[config.mk]
export PLATFORM = sky130hd
export DESIGN_NAME = csh_front_flat
export DESIGN_NICKNAME = d
export VERILOG_FILES = /design/src/rtl/csh_pkg.sv /design/src/rtl/csh_ifs.sv /design/src/rtl/csh_front.sv /design/src/flat_wrapper.sv
export SDC_FILE = /design/constraint.sdc
export NUM_CORES = 1
export LEC_CHECK = 0
export ABC_AREA = 1
export BUFFER_PORTS_ARGS = -buffer_cell sky130_fd_sc_hd__buf_4
export CAP_MARGIN = 20
export CORE_UTILIZATION = 40
export DETAILED_ROUTE_END_ITERATION = 8
export PLACE_DENSITY = 0.57
export SLEW_MARGIN = 20
export SYNTH_ARGS = -nofsm -noshare
export SYNTH_HDL_FRONTEND = slang
export SYNTH_SLANG_ARGS = --single-unit
[constraint.sdc]
create_clock -name clock -period 3.22 [get_ports clock]
set_input_delay 0.644 -clock clock [delete_from_list [all_inputs] [get_ports clock]]
set_output_delay 0.644 -clock clock [all_outputs]
set_load 0.01 [all_outputs]
[src/rtl/csh_pkg.sv]
// shared types, constants and crc helper for the crc signature hash table
package csh_pkg;

   localparam int SIG_W   = 32;
   localparam int ENTRY_W = 12;
   localparam int STAT_W  = 2;

   localparam logic [SIG_W-1:0] CRC_POLY  = 32'hedb88320;
   localparam logic [SIG_W-1:0] SEED_ONE   = 32'h0000_0001;
   localparam logic [SIG_W-1:0] SEED_TWO   = 32'h0000_0002;
   localparam logic [SIG_W-1:0] SEED_THREE = 32'h0000_0004;

   localparam logic [STAT_W-1:0] ST_OK   = 2'd0;
   localparam logic [STAT_W-1:0] ST_MISS = 2'd1;
   localparam logic [STAT_W-1:0] ST_FULL = 2'd2;

   localparam logic MODE_FIND = 1'b0;
   localparam logic MODE_ADD  = 1'b1;

   typedef struct packed {
      logic             mode;
      logic [SIG_W-1:0] sig_one;
      logic [SIG_W-1:0] sig_two;
      logic [SIG_W-1:0] sig_three;
   } job_type;

   function automatic logic [SIG_W-1:0] crc_fold(input logic [SIG_W-1:0] crc,
                                                 input logic [7:0] data);
      logic [SIG_W-1:0] c;
      c = crc ^ {24'd0, data};
      for (int b = 0; b < 8; b++) begin
         c = c[0] ? ((c >> 1) ^ CRC_POLY) : (c >> 1);
      end
      return c;
   endfunction

endpackage

[src/rtl/csh_ifs.sv]
// request and response channel interfaces
interface csh_req_if;
   logic       valid;
   logic       ready;
   logic       mode;
   logic [7:0] key_byte;
   logic       key_last;
   modport source (output valid, mode, key_byte, key_last, input ready);
   modport sink (input valid, mode, key_byte, key_last, output ready);
endinterface


[src/rtl/csh_front.sv]
// front end: folds key bytes into three crc signatures and emits a job on the last byte
module csh_front (
   input  logic            clock,
   input  logic            reset,
   csh_req_if.sink         req_chan,
   input  logic            clearing,
   input  logic            job_full,
   output logic            job_push,
   output csh_pkg::job_type job_data
);
   import csh_pkg::*;

   logic [SIG_W-1:0] sig_one_ff, sig_two_ff, sig_three_ff;
   logic [SIG_W-1:0] sig_one_in, sig_two_in, sig_three_in;
   logic [SIG_W-1:0] f_one, f_two, f_three;
   logic             accept;

   assign req_chan.ready = !clearing && !job_full;
   assign accept = req_chan.valid && req_chan.ready;

   assign f_one   = crc_fold(sig_one_ff, req_chan.key_byte);
   assign f_two   = crc_fold(sig_two_ff, req_chan.key_byte);
   assign f_three = crc_fold(sig_three_ff, req_chan.key_byte);

   always_comb begin
      sig_one_in   = sig_one_ff;
      sig_two_in   = sig_two_ff;
      sig_three_in = sig_three_ff;
      if (accept) begin
         if (req_chan.key_last) begin
            sig_one_in   = SEED_ONE;
            sig_two_in   = SEED_TWO;
            sig_three_in = SEED_THREE;
         end else begin
            sig_one_in   = f_one;
            sig_two_in   = f_two;
            sig_three_in = f_three;
         end
      end
   end

   assign job_push           = accept && req_chan.key_last;
   assign job_data.mode      = req_chan.mode;
   assign job_data.sig_one   = f_one;
   assign job_data.sig_two   = f_two;
   assign job_data.sig_three = f_three;

   always_ff @(posedge clock) begin
      if (reset) begin
         sig_one_ff   <= SEED_ONE;
         sig_two_ff   <= SEED_TWO;
         sig_three_ff <= SEED_THREE;
      end else begin
         sig_one_ff   <= sig_one_in;
         sig_two_ff   <= sig_two_in;
         sig_three_ff <= sig_three_in;
      end
   end
endmodule

[src/flat_wrapper.sv]
// flat-port wrapper written by rule: the top's interface ports become plain ports
module csh_front_flat import csh_pkg::*;
  (clock, reset, clearing, job_full, job_push, job_data, req_chan_valid, req_chan_mode, req_chan_key_byte, req_chan_key_last, req_chan_ready);
  csh_req_if req_chan_i ();
  input  logic clock;
  input  logic reset;
  input  logic clearing;
  input  logic job_full;
  output logic job_push;
  output csh_pkg::job_type job_data;
  input wire logic [$bits(req_chan_i.valid)-1:0] req_chan_valid;
  input wire logic [$bits(req_chan_i.mode)-1:0] req_chan_mode;
  input wire logic [$bits(req_chan_i.key_byte)-1:0] req_chan_key_byte;
  input wire logic [$bits(req_chan_i.key_last)-1:0] req_chan_key_last;
  output wire logic [$bits(req_chan_i.ready)-1:0] req_chan_ready;
  assign req_chan_i.valid = req_chan_valid;
  assign req_chan_i.mode = req_chan_mode;
  assign req_chan_i.key_byte = req_chan_key_byte;
  assign req_chan_i.key_last = req_chan_key_last;
  assign req_chan_ready = req_chan_i.ready;
  csh_front u_core (.clock(clock), .reset(reset), .req_chan(req_chan_i), .clearing(clearing), .job_full(job_full), .job_push(job_push), .job_data(job_data));
endmodule
======== Word level (Yosys, flattened, before mapping) ========
Cells that the tools add are included.
storage, ports and cells
  register bits after elaboration ......... 96
  input port bits ......................... 15
  output and inout bits ................... 99
  logic and storage cells ................. 62
cells by class
  multiplexer cells ....................... 27
  bitwise operators ....................... 27
  reductions and logical operators ........ 5
operators by type and width
  kind                                    number
  32-bit 2-to-1 mux                       27
  13-bit inverter with 14-bit output      24
  32-bit by 8-bit XOR with 32-bit output  3
  1-bit logical AND                       3
  1-bit zero test                         2

======== Logic depth before layout (Yosys ltp) ========
Gate-level depths: netlist of the first run.
  depth after elaboration ................. 18
  depth in mapped cells ................... 14
  mapped depth without buffers ............ 14

======== Least setup slack after synthesis of the first run ========
Ideal clock, no wire load.
  kind .................................... input -> output
  start ................................... input req_chan_key_byte[7]
  end ..................................... output job_data[51] (netlist name)
  arrival time ............................ 1.819 ns
  slack ................................... 0.757 ns
  stages on the path ...................... 13
  path buffers ............................ 1
  cell sequence ........................... buf_4 inv_2 nand2_1 nand2_1 nand2_2 nand2_4 clkinv_2 nand2_4 nand2_8 nand2_1 nand2_1 nand2_1 and2_1
RTL lines
  element             line                RTL
  start: declaration  flat_wrapper.sv:13  input wire logic [$bits(req_chan_i.key_byte)-1:0] req_chan_key_byte;
  end: declaration    flat_wrapper.sv:10  output csh_pkg::job_type job_data;

==> results of run 1 <==
stage by stage:
stage          hold slack, ns  area [um2]  cells  total power [W]   util
2_1_floorplan           0.457        6680    967          0.00222      -
3_3_place_gp            0.465        7730   1266          0.00286  0.480
3_5_place_dp            0.468        7730   1266          0.00286  0.480
4_1_cts                 0.478        8020   1281          0.00396  0.498
5_1_grt                 0.495        8020   1281          0.00412  0.498
6_report                0.477        8020   1281          0.00392  0.498
placed cells by master, fill, tap and decap left out, types with 14 or more instances in the layout:
cell type,n
a21oi_1,93
buf_4,112
dfxtp_1,96
inv_1,69
inv_2,14
nand2_1,396
nand2_2,33
nand2_4,21
nand3_1,36
xnor2_1,20
xor2_1,115
synth_stat cells, drive strengths merged:
cell,instances
nand2,451
xor2,128
dfxtp,96
a21oi,94
inv,83
nand3,36
xnor2,28
clkbuf,21
buf,11
and2,8
nor2,3
clkinv,2
o211ai,2
nand2b,1
nand3b,1
o21ai,1
or2,1
state kept, by name, summed over array words and instances (netlist names):
register / flops
u_core.sig_two_ff: 32
u_core.sig_one_ff: 32
u_core.sig_three_ff: 32
where the power goes:
group	switching, W	internal, W
clock network	0.000475	0.000616
registers	0.0000282	0.00122
logic	0.000915	0.000660
worst register-to-register path, delay by kind of cell (launching register included):
family          cells  cell delay [ns]
compound gates      1             0.12
xor+xnor            2             0.53
buf+inv             1             0.10
flops               1             0.44
simple gates        5             0.59
cell families after synthesis:
family	count (synthesis)	share of synthesized area
AND/OR/NAND/NOR	501	0.330
buffers and inverters	117	0.0687
AO/OA/AOI/OAI	97	0.0740
flip-flops	96	0.288
XOR/XNOR	156	0.240
layer usage:
| metal | share of wire | vias to the layer above | track usage |
|---|---|---|---|
| met1 | 0.49 | 2734 | 0.301 |
| met2 | 0.45 | 129 | 0.350 |
| met3 | 0.044 | 12 | 0.0367 |
| met4 | 0.0096 | 0 | 0.0510 |
| met5 | 0 | - | 0 |
| li1 | - | 3131 | - |
layout make-up:
class                   instances  area (um2)
inverters                      85         322
repair buffers                115         901
flip-flops and latches         96        1920
multi-input cells             754        4320
clock buffers                  11         243
fillers                      1707        8100
clock inverters                 4        45.0
well taps                     216         270
worst paths after layout:
kind                                 to  depth (start not counted)  slack, ns             startpoint
hold / removal    u_core.sig_two_ff[12]                          2       0.48  u_core.sig_two_ff[12]
setup reg to reg  u_core.sig_two_ff[17]                          9       1.36   u_core.sig_two_ff[0]
hold reg to reg   u_core.sig_two_ff[12]                          2       0.48  u_core.sig_two_ff[12]
setup / recovery           job_data[51]                         13       0.37   req_chan_key_byte[1]
==> impl_metrics.yaml, run 1 <==
critical_path:
  crit_type: "primary input to output port"
  path_cells: "buf_4 -> inv_2 -> nand2_1 -> nand2_2 -> nand2_2 -> nand2_4 -> clkinv_2 -> nand2_4 -> nand2_8 -> nand2_1 -> nand3_1 -> and2_1 -> buf_4"
  arrival_ns: 2.20
  cpPeakStageDelay_ns: 0.17
  crit_required_ns: 2.58
  startpoint_type: "primary input"
  worst-path-buf-inv: 4
  critPathTopFamily: "simple AND/OR/NAND/NOR gates"
  crit_path_top_delay_cell: "nand2_2"
  cp_max_fo: 8
  worst_setup_path_end_kind: "output port"
timing:
  setup_viol: 0
  finalMaxSlewViolations: 0
  layout_setup_ws_ns: 0.375
  fin_crit_ns: 2.85
  tightestPinTransition_ns: 0.445
  max_freq_mhz: 351
  fin_setup_tns_ns: 0
  hold_violations: 0
  rsz0062_at_grt: "false"
  fin_crit_sh: 0.884
  slew_headroom: 0.703
  final.setup_skew_ns: 0.00510
detailed_routing:
  vias: 6006
  drtIter0Drc: 364
  vias_per_cell: 4.69
  drt-pass1-iter-count: 5
  ant_nets: 0
  wire_per_inst_um: 14.5
  routed_wirelength_um: 18600
  route.detailed.drc: 0
clocking:
  clk_pin_slew_ns: 0.06
  worstSkewPairLatency_ns: 0.35
  cts_tree: "done"
  cts_buffers: 9
  cts_setup_buffers: 0
  cts_root_buffer: "clkbuf_16"
  htree_levels: 3
  cts.sinks: 96
  post_cts_resized: 0
  hold_buffers: 0
  clk_path_buf_depth: 2
grt:
  grtUsageTotal: 0.217
  grt_pass1_wl_um: 29400
  grt_pass1_vias: 5282
  overflow: 0
  grt_start_max_net_pins: 97
  antenna_found_initial: 0
synth:
  yosysTopAreaCellShare: 0.288
  synth_seq_area_share: 0.288
  yosysUniqueCellTypes: 28
  synth.area.top_cells: "dfxtp_1 (29%), nand2_1 (22%), xor2_1 (15%)"
  synth_area_um2: 6680
  synthCells: 967
  postSynthAreaPerCell_um2: 6.91
  ys_ff_latch: 96
  synthesis.nets: 982
  ys.warnings.count: 0
  synth_top_area_cell: "dfxtp_1"
pwr:
  total_leakage_power_nw: 3.75
  peakVddDrop_v: 0.000305
  cellPowerDensity_nw_per_um2: 489
final_layout:
  antenna_cells: 0
  num-nets-final: 1076
  synthToLayoutAreaGrowth_pct: 20.0
  drive_gt1_frac: 0.210
place:
  preCtsSetupSlack_ns: 0.368
  gp_congestion: 0.831
  hpwl_um: 13700
  port-buffer-count: 111
die:
  initial_core_util: 0.415
  dieArea_um2: 17200
  io_pins: 114
  die_h_um: 131
  rows: 46
  core_area_um2: 16100
  die_w_um: 131
hold_path:
  min_path_type: "flip-flop to flip-flop"
outcome:
  status: "complete, no violations"
run:
  cap_violations: 0
No activity file was read; power rests on OpenSTA's default activity.
==> inputs of run 2 (changes only) <==
- ABC_AREA: 1 -> 0
- PLACE_DENSITY: 0.57 -> 0.58
==> run 2 against run 1 <==
Cell count decreased by 32%; die area decreased by 8.2%; setup slack got worse by 0.20 ns; critical endpoint is now job_data[52]; largest cell class unchanged.
==> impl_metrics.yaml, run 2 <==
outcome:
  status: "complete, no violations"
clocking:
  post_cts_resized: 0
  worstSkewPairLatency_ns: 0.35
  cts_buffers: 9
  clk_pin_slew_ns: 0.06
  htree_levels: 3
  cts_setup_buffers: 0
  hold_buffers: 0
  cts_root_buffer: "clkbuf_16"
  cts_tree: "done"
  clk_path_buf_depth: 2
  cts.sinks: 96
detailed_routing:
  wire_per_inst_um: 19.8
  drt-pass1-iter-count: 5
  vias: 4450
  route.detailed.drc: 0
  routed_wirelength_um: 17200
  vias_per_cell: 5.12
  drtIter0Drc: 230
  ant_nets: 0
synth:
  yosysUniqueCellTypes: 30
  ys_ff_latch: 96
  synth_seq_area_share: 0.314
  synth_most_common_cell: "xnor2_1"
  synth.area.top_cells: "dfxtp_1 (31%), xnor2_1 (19%), xnor3_1 (16%)"
  synth_top_area_cell: "dfxtp_1"
  ys.flop_type: "dfxtp_1"
  synth_edf_count: 0
  synth_area_um2: 6130
  postSynthAreaPerCell_um2: 10.9
  synthCells: 560
  synth-async-reset-ratio: 0
  synthesis.nets: 575
  synthTopCellsByCount: "xnor2_1 (131), dfxtp_1 (96), nor2_1 (81), a22oi_1 (75), xnor3_1 (43)"
  ys.warnings.count: 0
  yosysTopAreaCellShare: 0.314
timing:
  slew_headroom: 0.593
  finalMaxSlewViolations: 0
  tightestPinTransition_ns: 0.606
  fin_crit_ns: 3.05
  layout_setup_ws_ns: 0.173
  fin_crit_sh: 0.946
  hold_violations: 0
  setup_viol: 0
  final.setup_skew_ns: 0.00764
  fin_setup_tns_ns: 0
  rsz0062_at_grt: "false"
  max_freq_mhz: 328
pwr:
  pwr-share-clk: 0.247
  p_total_w: 0.00478
  switching_share: 0.338
  pwr-share-comb: 0.487
  total_leakage_power_nw: 3.30
  cellPowerDensity_nw_per_um2: 626
  power.internal_w: 0.00316
  switching_power_w: 0.00161
  peakVddDrop_v: 0.000377
  seq_power_share: 0.266
die:
  dieArea_um2: 15800
  io_pins: 114
  die_w_um: 126
  initial_core_util: 0.415
  rows: 44
  die_h_um: 126
  core_area_um2: 14800
critical_path:
  crit_type: "primary input to output port"
  worst_setup_path_end_kind: "output port"
  reg2reg_slack_ns: 1.05
  r2r_end: "u_core.sig_two_ff[29]"
  cp_max_fo: 6
  arrival_ns: 2.40
  reg2regPathDepth: 5
  startpoint_type: "primary input"
  r2r-start: "u_core.sig_two_ff[1]"
  crit_required_ns: 2.58
run:
  cap_violations: 0
final_layout:
  drive_gt1_frac: 0.274
  top_regs: "u_core.sig_one_ff (32), u_core.sig_three_ff (32), u_core.sig_two_ff (32)"
  num-nets-final: 696
  final_common_cell: "buf_4"
  final_cell_mix: "buf_4 (147), xnor2_1 (131), dfxtp_1 (96)"
  antenna_cells: 0
  nFillCells: 1365
  synthToLayoutAreaGrowth_pct: 24.5
hold_path:
  hold_end: "u_core.sig_one_ff[20]"
  worstHoldStart: "u_core.sig_one_ff[20]"
  hold_path_depth: 2
  min_path_type: "flip-flop to flip-flop"
place:
  gp_congestion: 0.835
  preCtsSetupSlack_ns: 0.171
  port-buffer-count: 111
  hpwl_um: 12900
grt:
  grt_start_max_net_pins: 44
  overflow: 0
  antenna_found_initial: 0
  grt_pass1_vias: 4465
  grt_pass1_wl_um: 26300
  grtUsageTotal: 0.221
[run 2: cell types whose count changed in the layout (fill, tap and decap cells not counted), sizes merged, moves of 7 or more]
| cell | previous run | this run |
|---|---|---|
| xnor3 | 0 | 44 |
| a21oi | 94 | 0 |
| nand2 | 451 | 5 |
| inv | 83 | 8 |
| xnor2 | 28 | 146 |
| a22oi | 0 | 75 |
| a22o | 0 | 12 |
| xor2 | 128 | 38 |
| nand3 | 36 | 0 |
| nor2 | 3 | 81 |
| buf | 115 | 147 |
| and2 | 8 | 1 |
[run 2: metrics by stage]
stage | area [um2] | hold slack, ns | instances | utilization
detailed placement | 7310 | 0.462 | 854 | 0.495
global route | 7630 | 0.487 | 869 | 0.517
CTS | 7630 | 0.473 | 869 | 0.517
finish | 7630 | 0.475 | 869 | 0.517
global placement | 7310 | 0.454 | 854 | 0.495
floorplan | 6130 | 0.440 | 560 | -
[run 2: per-layer routing]
layer / share of wire / global-route usage / wire length [um] / vias up
li1: - / - / - / 2136
met2: 0.49 / 0.373 / 8440 / 142
met4: 0.0080 / 0.0475 / 138 / 0
met3: 0.056 / 0.0480 / 968 / 11
met5: 0 / 0 / 0 / -
met1: 0.44 / 0.291 / 7630 / 2161
[run 2: critical path, cell delays in order]
cell	delay [ns]
buf_4	0.17
xnor2_2	0.44
xnor2_1	0.19
xnor2_1	0.47
xnor3_1	0.31
inv_1	0.06
buf_4	0.11
[run 2: cell type report]
class	count	area, um2	area share
clock buffers	12	256	0.0336
clock inverters	3	65.1	0.00853
inverters	8	32.5	0.00426
multi-input cells	419	4020	0.527
flip-flops and latches	96	1920	0.252
well taps	184	230	0.0302
repair buffers	147	1100	0.145
[run 2: worst max path at each step]
stage / start / endpoint / slack, ns
finish: req_chan_key_byte[0] / job_data[52] / 0.17
floorplan: req_chan_key_byte[7] / job_data[84] / 0.42
global route: u_core.sig_two_ff[1] / job_data[52] / 0.03
detailed placement: req_chan_key_byte[0] / job_data[52] / 0.17
global placement: req_chan_key_byte[5] / job_data[27] / 0.24
CTS: u_core.sig_two_ff[1] / job_data[52] / 0.16
[run 2: cells by family after synthesis]
family	after synthesis	synth area share
AO/OA/AOI/OAI	96	0.118
XOR/XNOR	230	0.476
buffers and inverters	45	0.0319
flip-flops	96	0.314
AND/OR/NAND/NOR	93	0.0598
[run 2: power groups by stage]
stage / logic [W] / clock network [W] / registers [W]
after global routing: 0.00246 / 0.00125 / 0.00128
after CTS: 0.00235 / 0.00121 / 0.00127
final: 0.00233 / 0.00118 / 0.00127
after detailed placement: 0.00233 / 0 / 0.00130
after global placement: 0.00233 / 0 / 0.00130
after floorplan: 0.00137 / 0 / 0.00129
==> inputs of run 3 (changes only) <==
- CTS_BUF_LIST: not set -> sky130_fd_sc_hd__clkbuf_16
==> run 3 against run 2 <==
Critical path depth is the same; via count is essentially flat; die area is the same; register-to-register slack is essentially flat; sequential share of layout area grew 0.066 points; largest cell class unchanged; worst hold slack is essentially flat; clock power shrank 4%; count of clock-buffer cells in the layout shrank 3; clock skew is essentially flat; sequential power is essentially flat; design area shrank 0.26%; setup slack gained 0.0044 ns.
==> impl_metrics.yaml, run 3 (same netlist as run 2, synthesis figures left out) <==
run:
  cap_violations: 0
timing:
  setup_viol: 0
  slew_headroom: 0.589
  finalMaxSlewViolations: 0
  tightestPinTransition_ns: 0.612
  whs_ns: 0.474
  final.setup_skew_ns: 0.00813
  rsz0062_at_grt: "false"
  fin_setup_tns_ns: 0
  fin_crit_ns: 3.04
  fin_crit_sh: 0.945
  hold_violations: 0
  max_freq_mhz: 329
place:
  post_dp_cell_area_um2: 7310
  gp_congestion: 0.835
  hpwl_um: 12900
  port-buffer-count: 111
detailed_routing:
  wl_met3_um: 728
  vias: 4446
  ant_nets: 0
  top_layer_used: "met4"
  m1WireLength_um: 7810
  drt-pass1-iter-count: 5
  wl_met2_um: 8610
  wire_per_inst_um: 19.9
  vias_per_cell: 5.12
  drtIter0Drc: 226
  route.detailed.drc: 0
  routed_wirelength_um: 17300
grt:
  grt_pass1_wl_um: 26300
  grt_pass1_vias: 4479
  grtUsageTotal: 0.221
  overflow: 0
  antenna_found_initial: 0
  grt_start_max_net_pins: 44
critical_path:
  arrival_ns: 2.40
  reg2regPathDepth: 5
  critPathLaunch: "req_chan_key_byte[0]"
  r2r-start: "u_core.sig_two_ff[1]"
  crit_required_ns: 2.58
  crit_type: "primary input to output port"
  worst_setup_path_end_kind: "output port"
  startpoint_type: "primary input"
  reg2reg_slack_ns: 1.05
  r2r_end: "u_core.sig_two_ff[29]"
  cp_max_fo: 6
  crit_end: "job_data[55]"
final_layout:
  final_util: 0.516
  drive_gt1_frac: 0.272
  synthToLayoutAreaGrowth_pct: 24.2
  antenna_cells: 0
  final_common_cell: "buf_4"
  final_cell_mix: "buf_4 (147), xnor2_1 (131), dfxtp_1 (96)"
  num-nets-final: 696
  final_area_um2: 7610
  top_regs: "u_core.sig_one_ff (32), u_core.sig_three_ff (32), u_core.sig_two_ff (32)"
pwr:
  pwr-share-clk: 0.239
  seq_power_share: 0.269
  p_total_w: 0.00473
  switching_power_w: 0.00161
  total_leakage_power_nw: 3.30
  pwr-share-comb: 0.492
  peakVddDrop_v: 0.000376
  cellPowerDensity_nw_per_um2: 621
  switching_share: 0.341
  power.internal_w: 0.00311
clocking:
  clk_pin_slew_ns: 0.07
  htree_levels: 3
  cts.sinks: 96
  cts_setup_buffers: 0
  cts_buffers: 9
  hold_buffers: 0
  worstSkewPairLatency_ns: 0.35
  cts_tree: "done"
  cts_root_buffer: "clkbuf_16"
  clk_path_buf_depth: 2
  post_cts_resized: 0
die:
  die_h_um: 126
  die_w_um: 126
  rows: 44
  core_area_um2: 14800
  io_pins: 114
  dieArea_um2: 15800
  initial_core_util: 0.415
hold_path:
  hold_path_depth: 2
  min_path_type: "flip-flop to flip-flop"
outcome:
  status: "complete, no violations"
[run 3: how the worst min path moves through the flow]
stage / startpoint / endpoint / slack (ns)
6_report: u_core.sig_one_ff[20] / u_core.sig_one_ff[20] / 0.47
5_1_grt: u_core.sig_one_ff[20] / u_core.sig_one_ff[20] / 0.49
4_1_cts: u_core.sig_one_ff[20] / u_core.sig_one_ff[20] / 0.47
3_5_place_dp: u_core.sig_one_ff[20] / u_core.sig_one_ff[20] / 0.46
3_3_place_gp: u_core.sig_one_ff[20] / u_core.sig_one_ff[20] / 0.45
2_1_floorplan: u_core.sig_two_ff[23] / u_core.sig_two_ff[23] / 0.44
[run 3: worst max-delay path, stage by stage]
cell	delay [ns]
buf_4	0.17
xnor2_2	0.44
xnor2_1	0.19
xnor2_1	0.46
xnor3_1	0.31
inv_1	0.06
buf_4	0.11
[run 3: layout make-up]
class / count / area, um2
clock buffers: 9 / 225
clock inverters: 6 / 76.3
fillers: 1365 / 7150
inverters: 8 / 32.5
multi-input cells: 419 / 4020
flip-flops and latches: 96 / 1920
well taps: 184 / 230
repair buffers: 147 / 1100
[run 3: layer usage]
metal	vias to the layer above	global-route usage
met4	0	0.0475
met3	9	0.0480
met1	2190	0.291
met2	110	0.374
met5	-	0
li1	2137	-
[run 3: power by group through the flow]
stage / clock network [W] / registers [W] / logic, W
after floorplan: 0 / 0.00129 / 0.00137
after global placement: 0 / 0.00130 / 0.00233
after detailed placement: 0 / 0.00130 / 0.00233
after CTS: 0.00116 / 0.00127 / 0.00235
after global routing: 0.00119 / 0.00128 / 0.00246
final: 0.00113 / 0.00127 / 0.00233
[run 3: per-stage QoR]
| stage | setup WS, ns | std cells |
|---|---|---|
| global route | 0.0313 | 869 |
| finish | 0.177 | 869 |
| CTS | 0.158 | 869 |
| floorplan | 0.416 | 560 |
| detailed placement | 0.171 | 854 |
| global placement | 0.244 | 854 |
