File: config.mk
export PLATFORM = sky130hd
export DESIGN_NAME = csh_queue
export DESIGN_NICKNAME = d
export VERILOG_FILES = /design/src/rtl/csh_pkg.sv /design/src/rtl/csh_queue.sv
export SDC_FILE = /design/constraint.sdc
export NUM_CORES = 1
export LEC_CHECK = 0
export BUFFER_PORTS_ARGS = -buffer_cell sky130_fd_sc_hd__buf_2
export CELL_PAD_IN_SITES_DETAIL_PLACEMENT = 2
export CELL_PAD_IN_SITES_GLOBAL_PLACEMENT = 2
export CORE_ASPECT_RATIO = 0.75
export CORE_MARGIN = 2
export CORE_UTILIZATION = 34
export CTS_CLUSTER_SIZE = 16
export DETAILED_ROUTE_END_ITERATION = 7
export PLACE_DENSITY = 0.84
export SLEW_MARGIN = 10
export SYNTH_ARGS = -nofsm -noshare
export SYNTH_HDL_FRONTEND = slang
export SYNTH_SLANG_ARGS = --single-unit
File: constraint.sdc
create_clock -name clock -period 6.3 [get_ports clock]
set_input_delay 1.26 -clock clock [delete_from_list [all_inputs] [get_ports clock]]
set_output_delay 1.26 -clock clock [all_outputs]
set_load 0.005 [all_outputs]
File: src/rtl/csh_pkg.sv
// shared types, constants and crc helper for the crc signature hash table
package csh_pkg;

   localparam int SIG_W   = 32;
   localparam int ENTRY_W = 12;
   localparam int STAT_W  = 2;

   localparam logic [SIG_W-1:0] CRC_POLY  = 32'hedb88320;
   localparam logic [SIG_W-1:0] SEED_ONE   = 32'h0000_0001;
   localparam logic [SIG_W-1:0] SEED_TWO   = 32'h0000_0002;
   localparam logic [SIG_W-1:0] SEED_THREE = 32'h0000_0004;

   localparam logic [STAT_W-1:0] ST_OK   = 2'd0;
   localparam logic [STAT_W-1:0] ST_MISS = 2'd1;
   localparam logic [STAT_W-1:0] ST_FULL = 2'd2;

   localparam logic MODE_FIND = 1'b0;
   localparam logic MODE_ADD  = 1'b1;

   typedef struct packed {
      logic             mode;
      logic [SIG_W-1:0] sig_one;
      logic [SIG_W-1:0] sig_two;
      logic [SIG_W-1:0] sig_three;
   } job_type;

   function automatic logic [SIG_W-1:0] crc_fold(input logic [SIG_W-1:0] crc,
                                                 input logic [7:0] data);
      logic [SIG_W-1:0] c;
      c = crc ^ {24'd0, data};
      for (int b = 0; b < 8; b++) begin
         c = c[0] ? ((c >> 1) ^ CRC_POLY) : (c >> 1);
      end
      return c;
   endfunction

endpackage

File: src/rtl/csh_queue.sv
// two entry job queue between front and back
module csh_queue (
   input  logic             clock,
   input  logic             reset,
   input  logic             push,
   input  csh_pkg::job_type push_data,
   output logic             full,
   input  logic             pop,
   output logic             not_empty,
   output csh_pkg::job_type pop_data
);
   import csh_pkg::*;

   job_type    slot_ff [2];
   logic       wr_ptr_ff, rd_ptr_ff;
   logic [1:0] count_ff, count_in;

   assign full      = (count_ff == 2'd2);
   assign not_empty = (count_ff != 2'd0);
   assign pop_data  = slot_ff[rd_ptr_ff];
   assign count_in  = count_ff + {1'b0, push} - {1'b0, pop};

   always_ff @(posedge clock) begin
      if (push) begin
         slot_ff[wr_ptr_ff] <= push_data;
      end
   end

   always_ff @(posedge clock) begin
      if (reset) begin
         wr_ptr_ff <= 1'b0;
         rd_ptr_ff <= 1'b0;
         count_ff  <= 2'd0;
      end else begin
         if (push) wr_ptr_ff <= !wr_ptr_ff;
         if (pop) rd_ptr_ff <= !rd_ptr_ff;
         count_ff <= count_in;
      end
   end

   a_no_overrun: assert property (@(posedge clock) disable iff (reset)
      push |-> !full)
      else $error("push into full queue");
   a_no_underrun: assert property (@(posedge clock) disable iff (reset)
      pop |-> not_empty)
      else $error("pop from empty queue");
endmodule

; Word level (Yosys, flattened, before mapping)
; Memories as Yosys holds them, arrays and structs flattened. A register that Yosys moved wholly into a read port is not among the register bits.
; Index checks and enable logic that the tools add are counted.
[classes]
n_addsub = 2
n_mul = 0
div_mod_pow = 0
order_cmp = 0
eq_ne = 1
shifts = 0
mux = 4
bitwise = 0
n_reduce_logical = 3
[ops]
columns = operator, n
row1 = 1-bit two-way mux, 4
row2 = 2-bit by 1-bit adder with 2-bit output, 1
row3 = 2-bit equality test (second input constant), 1
row4 = 1-bit logical NOT, 2
row5 = 2-bit nonzero test, 1
row6 = 2-bit by 1-bit subtractor with 2-bit output, 1
[word_totals]
reg_bits = 4
latchBits = 0
ramBits = 194
mem_bits_ro = 0
out_inout_bits = 99
word_cells = 14
mem_count = 1
[mem_list]
columns = name, words, width, rd, rd_ports_with_merged_regs, wr, line_no
row1 = slot_ff, 2, 97, 1, 1, 1, csh_queue.sv:14  ; job_type slot_ff [2];

; Depth between registers and ports, before layout
; Gate-level depths: netlist of run 1.
[depth]
depth_word = 3
depth_mapped = 6

; Least setup slack after synthesis of run 1
; OpenSTA, ideal clock, no wires.
[synth_timing]
kind = input to register
from = in push
to = mem slot_ff[0][0] in the netlist's numbering (enable)
setup_ns = 0.565
arrival_ns = 5.484
slack_ns = 0.251
stages = 1
path_cell_list = nor2b_1
[synth_between]
elab_chain_cells = 2
[synth_rtl]
columns = element, line_no
row1 = "start, declared", csh_queue.sv:5  ; input logic push,
row2 = 1-bit two-way mux, csh_queue.sv:24  ; if (push) begin
row3 = 1-bit two-way mux (implied by the code), csh_queue.sv:25  ; slot_ff[wr_ptr_ff] <= push_data;
row4 = "end, declared", csh_queue.sv:14
; Every way passes these cells.

==> results.tsv, run 1 <==
metric	value	unit
slew margin rel.	40.06	%
total track usage	15.00	%
met2 routed wirelength	8.709	mm
library cells used by synthesis	14	
maximum number of pins on one net before global-route repair	65	
post-synthesis sequential area ratio	80.78	%
number of buffers on the longest clock path	2	
Clock Tree Root	sky130_fd_sc_hd__clkbuf_16	
total iterations of the first detailed-routing run	4	
count of hold buffers inserted by post-cts repair	0	
count of mapped cells out of synthesis	323	
fraction of post-synthesis cell area in the top cell type by area	79.41	%
Core Region	21180	um^2
I/O pin count	200	
die width	173.6	um
list of most frequent post-synthesis cells	194 x sky130_fd_sc_hd__edfxtp_1, 67 x sky130_fd_sc_hd__mux2_2, 30 x sky130_fd_sc_hd__mux2_4	
ys async rst share	0	%
wire length on met1	6.841	mm
final worst-path cycle share	61.28	%
count leader, synth	sky130_fd_sc_hd__edfxtp_1	
antenna viol nets, final	0	
average cell area after synthesis	22.71	um^2
via count of the routed design	3734	
smallest hold slack	553.8	ps
Main synth FF type	sky130_fd_sc_hd__edfxtp_1	
global-route wire length before repair	25.67	mm
sum of routed wire length over all layers	16.68	mm
endpoint kind of the worst setup timing path	output pin	
Mapped Area	7336	um^2
layout cell share with drive strength beyond 1	60.99	%
Layout Cells excl Fill	835	
via count of the first global-routing pass	4298	
DP HPWL	11.60	mm
starting density of the core	34.63	%
chip height	131.2	um
Total Die Area	22780	um^2
cts bufs inserted	17	
average wire per standard cell	19.97	um
register clock-pin slew on the reported worst setup and hold paths	70	ps
DRC	0	
routed via count divided by cell count	4.472	
Synth Warn #	0	
synthesized net count	426	
biggest cell delay along the critical path	940	ps
cell chain of the critical path	buf_4 > mux2_2 > buf_2	
gr ovfl total	0	
buffers inserted during post-CTS setup optimization	0	
FMAX	259.0	MHz
outcome	finished clean	
H-Tree Depth	4	
Resized cells post-CTS	0	
Placed Cells incl. Taps	803	
endpoints failing setup	0	
sort of element at the start of the critical path	register	
count of nets after finishing	637	
antenna violations before repair	2	
clock tree from TritonCTS	built	
signed area change from the synthesized netlist to the final layout	25.38	%
delay-heaviest family, CP	flip-flops	
final instance area	9198	um^2
Final Max Slew Viols	0	
min Tclk post-route	3861	ps
transition time of the tightest slew-check pin	899.1	ps
setup repair after global routing missed its margin	false	
setup clock skew after layout	17.51	ps
critical path start-end classification	reg2out	
highest routing layer actually used	met4	
CP Data Required Time	5040	ps
number of hold-slack violations in the final timing report	0	
DRC marker count from the first detailed-route iteration	220	
row cnt	46	
Static Leakage	3.473	nW
flops & latches, synth	199	
Peak VDD IR	0.1371	mV
CP max FO	64	
clock insertion delay at the later pin of the skew report	430	ps
cell taking the most area after synthesis	sky130_fd_sc_hd__edfxtp_1	
Setup WS pre-CTS	2855	ps
Critical Path Slowest Stage Cell	sky130_fd_sc_hd__dfxtp_4	
Post-DP Area	8650	um^2
clk sinks	199	
CP Data Arrival Time	2600	ps
count of buffers inserted at the top-level ports	199	
DR WL met3	1.000	mm
ratio of total power to cell area	316.6	nW/um^2
top post-synthesis cells by area	sky130_fd_sc_hd__edfxtp_1 79%, sky130_fd_sc_hd__mux2_2 10%, sky130_fd_sc_hd__mux2_4 6.1%	
setup slack after layout	2439	ps
WP buf/inv	2	
Post-Route Setup TNS	0	ps
number of maximum-capacitance constraint violations	0	
number of flops mapped to enable cells by yosys	194	
worst hold path class	reg2reg	
Final GP Congestion	0.6933	
[stage by stage]
step                util (%)  total power [mW]
global placement       40.84             1.896
detailed placement     40.84             1.926
finish                 43.43             2.912
global route           43.41             3.027
floorplan                  -             1.773
CTS                    43.41             2.958
[placed cells by master (no fill, tap or decap), drive strengths merged]
cell,count
nor2,4
clkinv,6
mux2,97
clkbuf,18
xnor2,2
clkinvlp,2
diode,1
or2,1
buf,203
nor2b,3
xnor3,1
ha,2
inv,7
and2,1
dfxtp,5
edfxtp,194
[worst reg2reg max path, delay by kind of cell, from the launching register on]
family,cells,cell delay [ps]
DFF,1,360
buffers and inverters,2,1290
and+or+nand+nor,1,120
[worst paths after layout]
| kind | cells past startpoint | slack (ps) | startpoint | to |
|---|---|---|---|---|
| worst max-delay path | 3 | 2440 | register | pop_data[3] |
| worst min-delay path | 2 | 550 | rd_ptr_ff$_SDFFE_PP0P_ | rd_ptr_ff$_SDFFE_PP0P_ |
| worst max register to register | 3 | 4140 | wr_ptr_ff$_SDFFE_PP0P_ | slot_ff[0][86]$_DFFE_PP_ |
| worst min register to register | 2 | 550 | rd_ptr_ff$_SDFFE_PP0P_ | rd_ptr_ff$_SDFFE_PP0P_ |
[per-layer routing]
layer / GRT usage, % / up-vias
met4: 3.501 / 0
met3: 5.150 / 9
li1: - / 1697
met5: 0 / -
met2: 26.31 / 132
met1: 17.79 / 1896
[state kept, by name, summed over array words and instances, names as in the netlist, named ones only]
name / cells
slot_ff: 194
rd_ptr_ff: 1
count_ff: 2
wr_ptr_ff: 1
[logic make-up after synthesis]
| family | after synthesis | share of synthesized area [%] |
|---|---|---|
| mux | 97 | 16.42 |
| flops | 199 | 80.78 |
| buf+inv | 13 | 1.279 |
| fa+ha+maj | 2 | 0.3411 |
| simple gates | 9 | 0.6312 |
| xor+xnor | 3 | 0.5458 |
[layout make-up]
cell class | count | area (um^2)
clock inverter | 13 | 116.4
fill | 2046 | 11980
multi-input combinational | 111 | 1326
inverter | 2 | 7.507
clock buffer | 18 | 429.2
sequential | 199 | 5929
timing repair buffer | 203 | 1026
antenna | 1 | 2.502
tap | 288 | 360.3
[where the power goes]
group / total [mW] / internal [mW] / switching [mW]
registers: 1.58 / 1.54 / 0.0398
clock network: 1.03 / 0.517 / 0.508
logic: 0.302 / 0.163 / 0.139
total: 2.91 / 2.23 / 0.687
No activity file was read; power rests on OpenSTA's default activity.
==> run 2: changes to the inputs <==
clock period = 3.5 ns   (was 6.3 ns; I/O delays follow)
==> results.tsv, run 2 (same netlist as run 1, synthesis figures left out) <==
metric	value	unit	change
clock tree from TritonCTS	built		
total iterations of the first detailed-routing run	4		unchanged
cell depth of the worst setup path	3		unchanged
row cnt	46		unchanged
critical path start-end classification	reg2out		
Final Max Slew Viols	0		unchanged
count of nets after finishing	637		unchanged
switching share of power	23.68	%	+0.092 points
Post-Route Setup TNS	0	ps	unchanged
Post-DP Area	8687	um^2	+0.43%
chip height	131.2	um	unchanged
min Tclk post-route	2647	ps	
gr ovfl total	0		unchanged
register area	5929	um^2	unchanged
total track usage	14.47	%	-0.53 points
via count of the routed design	3690		-1.2%
delay-heaviest family, CP	buffers and inverters		
transition time of the tightest slew-check pin	666.0	ps	-233.1 ps
part of the power in registers	53.6	%	-0.8 points
DP HPWL	11.34	mm	-2.2%
clk sinks	199		unchanged
outcome	finished clean		
CP Data Required Time	2800	ps	-2240 ps
cts bufs inserted	17		unchanged
power share of the combinational group	10.9	%	+0.5 points
Core Region	21180	um^2	unchanged
buffers inserted during post-CTS setup optimization	0		unchanged
ratio of total power to cell area	569.5	nW/um^2	+80%
signed area change from the synthesized netlist to the final layout	26.18	%	
die width	173.6	um	unchanged
most common cell after layout, fill and taps aside	sky130_fd_sc_hd__buf_2		
sum of routed wire length over all layers	16.26	mm	-2.5%
commonest non-fill, non-tap cells in the layout	199 x sky130_fd_sc_hd__buf_2, 194 x sky130_fd_sc_hd__edfxtp_1, 67 x sky130_fd_sc_hd__mux2_2, 30 x sky130_fd_sc_hd__mux2_4, 17 x sky130_fd_sc_hd__clkbuf_16		
largest registers	slot_ff (194), count_ff (2)		
max reg flops	194		unchanged
routed via count divided by cell count	4.409		-1.4%
DRC	0		unchanged
worst setup slack for register-to-register paths	1690	ps	-2450 ps
Total Die Area	22780	um^2	unchanged
sort of element at the start of the critical path	register		
number of hold-slack violations in the final timing report	0		unchanged
reg-to-reg critical path endpoint	slot_ff[1][62]$_DFFE_PP_		
H-Tree Depth	4		unchanged
starting density of the core	34.63	%	unchanged
clock network fraction of design power	35.5	%	+0.3 points
final instance area	9256	um^2	+0.64%
Pint	4.023	mW	+81%
slew margin rel.	55.60	%	+16 points
number of maximum-capacitance constraint violations	0		unchanged
setup clock skew after layout	6.837	ps	-10.67 ps
endpoint kind of the worst setup timing path	output pin		
global-route wire length before repair	24.90	mm	-3.0%
Critical Path Slowest Stage Cell	sky130_fd_sc_hd__buf_4		
I/O pin count	200		unchanged
worst hold path class	in2reg		
Peak VDD IR	0.3488	mV	+150%
setup repair after global routing missed its margin	false		
reg2reg start	wr_ptr_ff$_SDFFE_PP0P_		
WP buf/inv	2		unchanged
count of hold buffers inserted by post-cts repair	0		unchanged
antenna viol nets, final	0		unchanged
count of buffers inserted at the top-level ports	199		unchanged
Most flops, register	slot_ff		
endpoints failing setup	0		unchanged
via count of the first global-routing pass	4206		-2.1%
Static Leakage	3.502	nW	+0.85%
CP max FO	42		-34%
termination of the worst setup path	pop_data[96]		
FMAX	377.8	MHz	
clock insertion delay at the later pin of the skew report	420	ps	about the same
maximum number of pins on one net before global-route repair	98		+51%
Clock Tree Root	sky130_fd_sc_hd__clkbuf_16		
area of combinational cells with multiple inputs	1326	um^2	unchanged
final worst-path cycle share	75.62	%	
antenna violations before repair	4		+2
Resized cells post-CTS	0		unchanged
Sw Pwr	1.248	mW	+82%
Filler Cell Count	2042		-0.20%
cell chain of the critical path	buf_4 > mux2_2 > buf_2		
register clock-pin slew on the reported worst setup and hold paths	80	ps	about the same
CP Data Arrival Time	1950	ps	-650 ps
smallest hold slack	456.1	ps	-97.65 ps
biggest cell delay along the critical path	500	ps	-440 ps
DRC marker count from the first detailed-route iteration	160		-27%
Final GP Congestion	0.7441		+7.3%
Worst R2R Path Depth	2		-1
layout cell share with drive strength beyond 1	61.24	%	+0.25 points
number of buffers on the longest clock path	2		unchanged
average wire per standard cell	19.42	um	-2.7%
## run 2: cell types whose count changed in the layout (fill, tap and decap cells not counted), sizes merged
| cell | delta |
|---|---|
| inv | +3 |
| clkinvlp | -2 |
| clkbuf | -1 |
| diode | +1 |
| clkinv | +1 |
## run 2: layout make-up
cell class,instances,share of cell area (%)
diodes,2,0.05407
repair buffers,203,11.49
clock buffers,17,4.596
flip-flops and latches,199,64.06
inverters,2,0.08110
multi-input cells,111,14.33
clock inverters,15,1.500
well taps,288,3.893
## run 2: per-stage QoR
step           setup WS, ps  power (mW)  cells  util, %
2_1_floorplan         101.0       3.183    323        -
6_report              853.1       5.271    837    43.70
4_1_cts               802.4       5.354    835    43.68
5_1_grt               746.9       5.477    835    43.68
3_5_place_dp           1262       3.471    803    41.01
3_3_place_gp           1332       3.422    803    41.01
## run 2: worst min-delay path by stage
| stage | start | endpoint | slack, ps | cells past startpoint |
|---|---|---|---|---|
| 4_1_cts | push_data[25] | slot_ff[1][25]$_DFFE_PP_ | 440 | 1 |
| 3_5_place_dp | rd_ptr_ff$_SDFFE_PP0P_ | rd_ptr_ff$_SDFFE_PP0P_ | 520 | 2 |
| 2_1_floorplan | rd_ptr_ff$_SDFFE_PP0P_ | register | 480 | 2 |
| 3_3_place_gp | rd_ptr_ff$_SDFFE_PP0P_ | rd_ptr_ff$_SDFFE_PP0P_ | 500 | 2 |
| 5_1_grt | push_data[4] | slot_ff[0][4]$_DFFE_PP_ | 430 | 1 |
| 6_report | push_data[25] | slot_ff[0][25]$_DFFE_PP_ | 460 | 1 |
## run 2: power groups by stage
stage	Clock (mW)	Sequential [mW]	Combinational (mW)
6_report	1.87	2.83	0.576
5_1_grt	2.01	2.84	0.627
4_1_cts	1.93	2.83	0.594
3_5_place_dp	0	2.88	0.589
3_3_place_gp	0	2.86	0.557
2_1_floorplan	0	2.86	0.319
## run 2: routing by layer
metal  global-route usage (%)  share of wire, %  vias up  wire length (um)
li1                         -                 -     1698                 -
met5                        0             0.080        -                13
met2                    24.38                50      136              8083
met4                    3.315               1.1        2               184
met3                    5.411               6.9       18              1116
met1                    17.76                42     1836              6860
==> run 3: changes to the inputs <==
ABC_AREA = 1   (was not set)
PLACE_DENSITY = 0.85   (was 0.84)
clock period = 2.4 ns   (was 3.5 ns; I/O delays follow)
==> results.tsv, run 3 <==
metric	value	unit	change
Final GP Congestion	0.7266		-2.4%
post-synthesis sequential area ratio	80.72	%	about the same
antenna violations before repair	1		-3
Critical Path Slowest Stage Cell	sky130_fd_sc_hd__mux2_2		
Inserted Diodes	0		-2
count leader, synth	sky130_fd_sc_hd__edfxtp_1		
sort of element at the start of the critical path	register		
endpoint kind of the worst setup timing path	output pin		
transition time of the tightest slew-check pin	497.5	ps	-168.5 ps
final worst-path cycle share	90.25	%	
clk sinks	199		unchanged
top post-synthesis cells by area	sky130_fd_sc_hd__edfxtp_1 79%, sky130_fd_sc_hd__mux2_2 10%, sky130_fd_sc_hd__mux2_4 6.1%		
DRC	0		unchanged
list of most frequent post-synthesis cells	194 x sky130_fd_sc_hd__edfxtp_1, 67 x sky130_fd_sc_hd__mux2_2, 30 x sky130_fd_sc_hd__mux2_4		
largest registers	slot_ff (194), count_ff (2)		
total iterations of the first detailed-routing run	4		unchanged
Final Max Slew Viols	0		unchanged
via count of the routed design	3780		+2.4%
average cell area after synthesis	22.04	um^2	-2.9%
Post-DP Area	8766	um^2	+0.91%
sum of routed wire length over all layers	17.56	mm	+8.0%
cell chain of the critical path	buf_12 > mux2_2 > buf_2		
library cells used by synthesis	14		unchanged
GR met2 Demand/Resource	27.76	%	+3.4 points
met3 track demand over resource	4.688	%	-0.72 points
endpoints failing setup	0		unchanged
Peak VDD IR	0.4393	mV	+26%
biggest cell delay along the critical path	400	ps	-100 ps
Resized cells post-CTS	0		unchanged
DRC marker count from the first detailed-route iteration	233		+46%
cell taking the most area after synthesis	sky130_fd_sc_hd__edfxtp_1		
buffers inserted during post-CTS setup optimization	0		unchanged
clock tree from TritonCTS	built		
fraction of post-synthesis cell area in the top cell type by area	79.36	%	about the same
signed area change from the synthesized netlist to the final layout	27.46	%	
CP Data Required Time	1920	ps	-880 ps
count of nets after finishing	650		+2.0%
cts bufs inserted	17		unchanged
layer with the highest usage after global routing	met2		
ys async rst share	0	%	unchanged
maximum number of pins on one net before global-route repair	50		-49%
row cnt	46		unchanged
number of flops mapped to enable cells by yosys	194		unchanged
I/O pin count	200		unchanged
register clock-pin slew on the reported worst setup and hold paths	80	ps	about the same
total track usage	15.68	%	+1.2 points
CP max FO	49		+17%
clock insertion delay at the later pin of the skew report	430	ps	about the same
most common cell after layout, fill and taps aside	sky130_fd_sc_hd__buf_2		
min Tclk post-route	2166	ps	
synthesized net count	436		+2.3%
average wire per standard cell	20.70	um	+6.6%
number of buffers on the longest clock path	2		unchanged
final instance area	9356	um^2	+1.1%
max reg flops	194		unchanged
setup clock skew after layout	10.44	ps	+3.602 ps
Core Region	21180	um^2	unchanged
via count of the first global-routing pass	4368		+3.9%
Static Leakage	3.553	nW	+1.4%
layout cell share with drive strength beyond 1	60.18	%	-1.1 points
Most flops, register	slot_ff		
count of buffers inserted at the top-level ports	199		unchanged
starting density of the core	34.66	%	about the same
DP HPWL	12.51	mm	+10%
H-Tree Depth	4		unchanged
Clock Tree Root	sky130_fd_sc_hd__clkbuf_16		
Synth Warn #	0		unchanged
met1 track utilization from global routing	18.60	%	+0.84 points
CP Data Arrival Time	1690	ps	-260 ps
WP buf/inv	2		unchanged
chip height	131.3	um	about the same
count of mapped cells out of synthesis	333		+3.1%
routed via count divided by cell count	4.458		+1.1%
Overall Power	7.774	mW	+47%
global-route wire length before repair	26.87	mm	+7.9%
ratio of total power to cell area	830.8	nW/um^2	+46%
commonest non-fill, non-tap cells in the layout	199 x sky130_fd_sc_hd__buf_2, 194 x sky130_fd_sc_hd__edfxtp_1, 67 x sky130_fd_sc_hd__mux2_2, 30 x sky130_fd_sc_hd__mux2_4, 17 x sky130_fd_sc_hd__clkbuf_16		
gr ovfl total	0		unchanged
Filler Cell Count	2066		+1.2%
critical path start-end classification	reg2out		
Main synth FF type	sky130_fd_sc_hd__edfxtp_1		
Total Die Area	22790	um^2	about the same
delay-heaviest family, CP	buffers and inverters		
count of hold buffers inserted by post-cts repair	0		unchanged
setup repair after global routing missed its margin	false		
flops & latches, synth	199		unchanged
Mapped Area	7341	um^2	about the same
outcome	finished clean		
antenna viol nets, final	0		unchanged
slew margin rel.	66.76	%	+11 points
FMAX	461.7	MHz	
worst hold path class	in2reg		
number of hold-slack violations in the final timing report	0		unchanged
die width	173.7	um	about the same
number of maximum-capacitance constraint violations	0		unchanged
Post-Route Setup TNS	0	ps	unchanged
## run 3: cell types whose count changed in the layout (fill, tap and decap cells not counted), moves of 2 or more
cell                         previous run  this run
sky130_fd_sc_hd__buf_12                 3         7
sky130_fd_sc_hd__nand2_1                0         5
sky130_fd_sc_hd__nor2_1                 4         6
sky130_fd_sc_hd__inv_1                  2         7
sky130_fd_sc_hd__diode_2                2         0
sky130_fd_sc_hd__clkinvlp_4             0         2
sky130_fd_sc_hd__nor2b_1                2         0
## run 3: final timing paths
path / start / end / slack (ps) / depth (start not counted)
setup / recovery: register / pop_data[3] / 230 / 3
hold / removal: push_data[94] / slot_ff[1][94]$_DFFE_PP_ / 240 / 1
setup reg to reg: wr_ptr_ff$_SDFFE_PP0P_ / slot_ff[1][83]$_DFFE_PP_ / 840 / 3
hold reg to reg: rd_ptr_ff$_SDFFE_PP0P_ / register / 540 / 2
## run 3: metal layers
layer | share of wire, % | vias to the layer above
li1 | - | 1731
met1 | 40 | 1894
met2 | 53 | 136
met3 | 5.8 | 17
met4 | 0.99 | 2
met5 | 0.074 | -
## run 3: area by class of cell
type | count | area, um^2 | share of cell area, %
repair buffers | 206 | 1136 | 12.14
clock inverters | 14 | 161.4 | 1.725
flip-flops and latches | 199 | 5929 | 63.37
inverters | 8 | 33.78 | 0.3611
clock buffers | 18 | 429.2 | 4.587
multi-input cells | 115 | 1306 | 13.96
well taps | 288 | 360.3 | 3.851
## run 3: logic make-up after synthesis
logic type | share of synthesized area [%]
buf+inv | 1.585
compound gates | 0.06811
xor+xnor | 0.1193
simple gates | 0.7499
fa+ha+maj | 0.3408
mux | 16.41
flops | 80.72
## run 3: worst register-to-register path, delay by kind of cell, from the launching register on
family	cells	cell delay, ps
buffers and inverters	2	790
and+or+nand+nor	1	120
DFF	1	350
## run 3: metrics by stage
stage | setup WS, ps | hold slack (ps) | instances | util, %
after floorplan | 9.482 | 479.9 | 333 | -
after global placement | 602.4 | 497.9 | 816 | 41.39
after detailed placement | 545.9 | 521.2 | 816 | 41.39
after CTS | 215.3 | 210.8 | 848 | 44.18
after global routing | 178.8 | 213.3 | 848 | 44.18
final | 234.0 | 239.7 | 848 | 44.18
## run 3: power breakdown
part,internal [mW],total [mW],switching (mW),leakage (nW)
clock network,1.49,2.88,1.39,0.288
registers,4.02,4.08,0.0565,1.86
logic,0.419,0.820,0.402,1.40
total,5.93,7.77,1.85,3.55
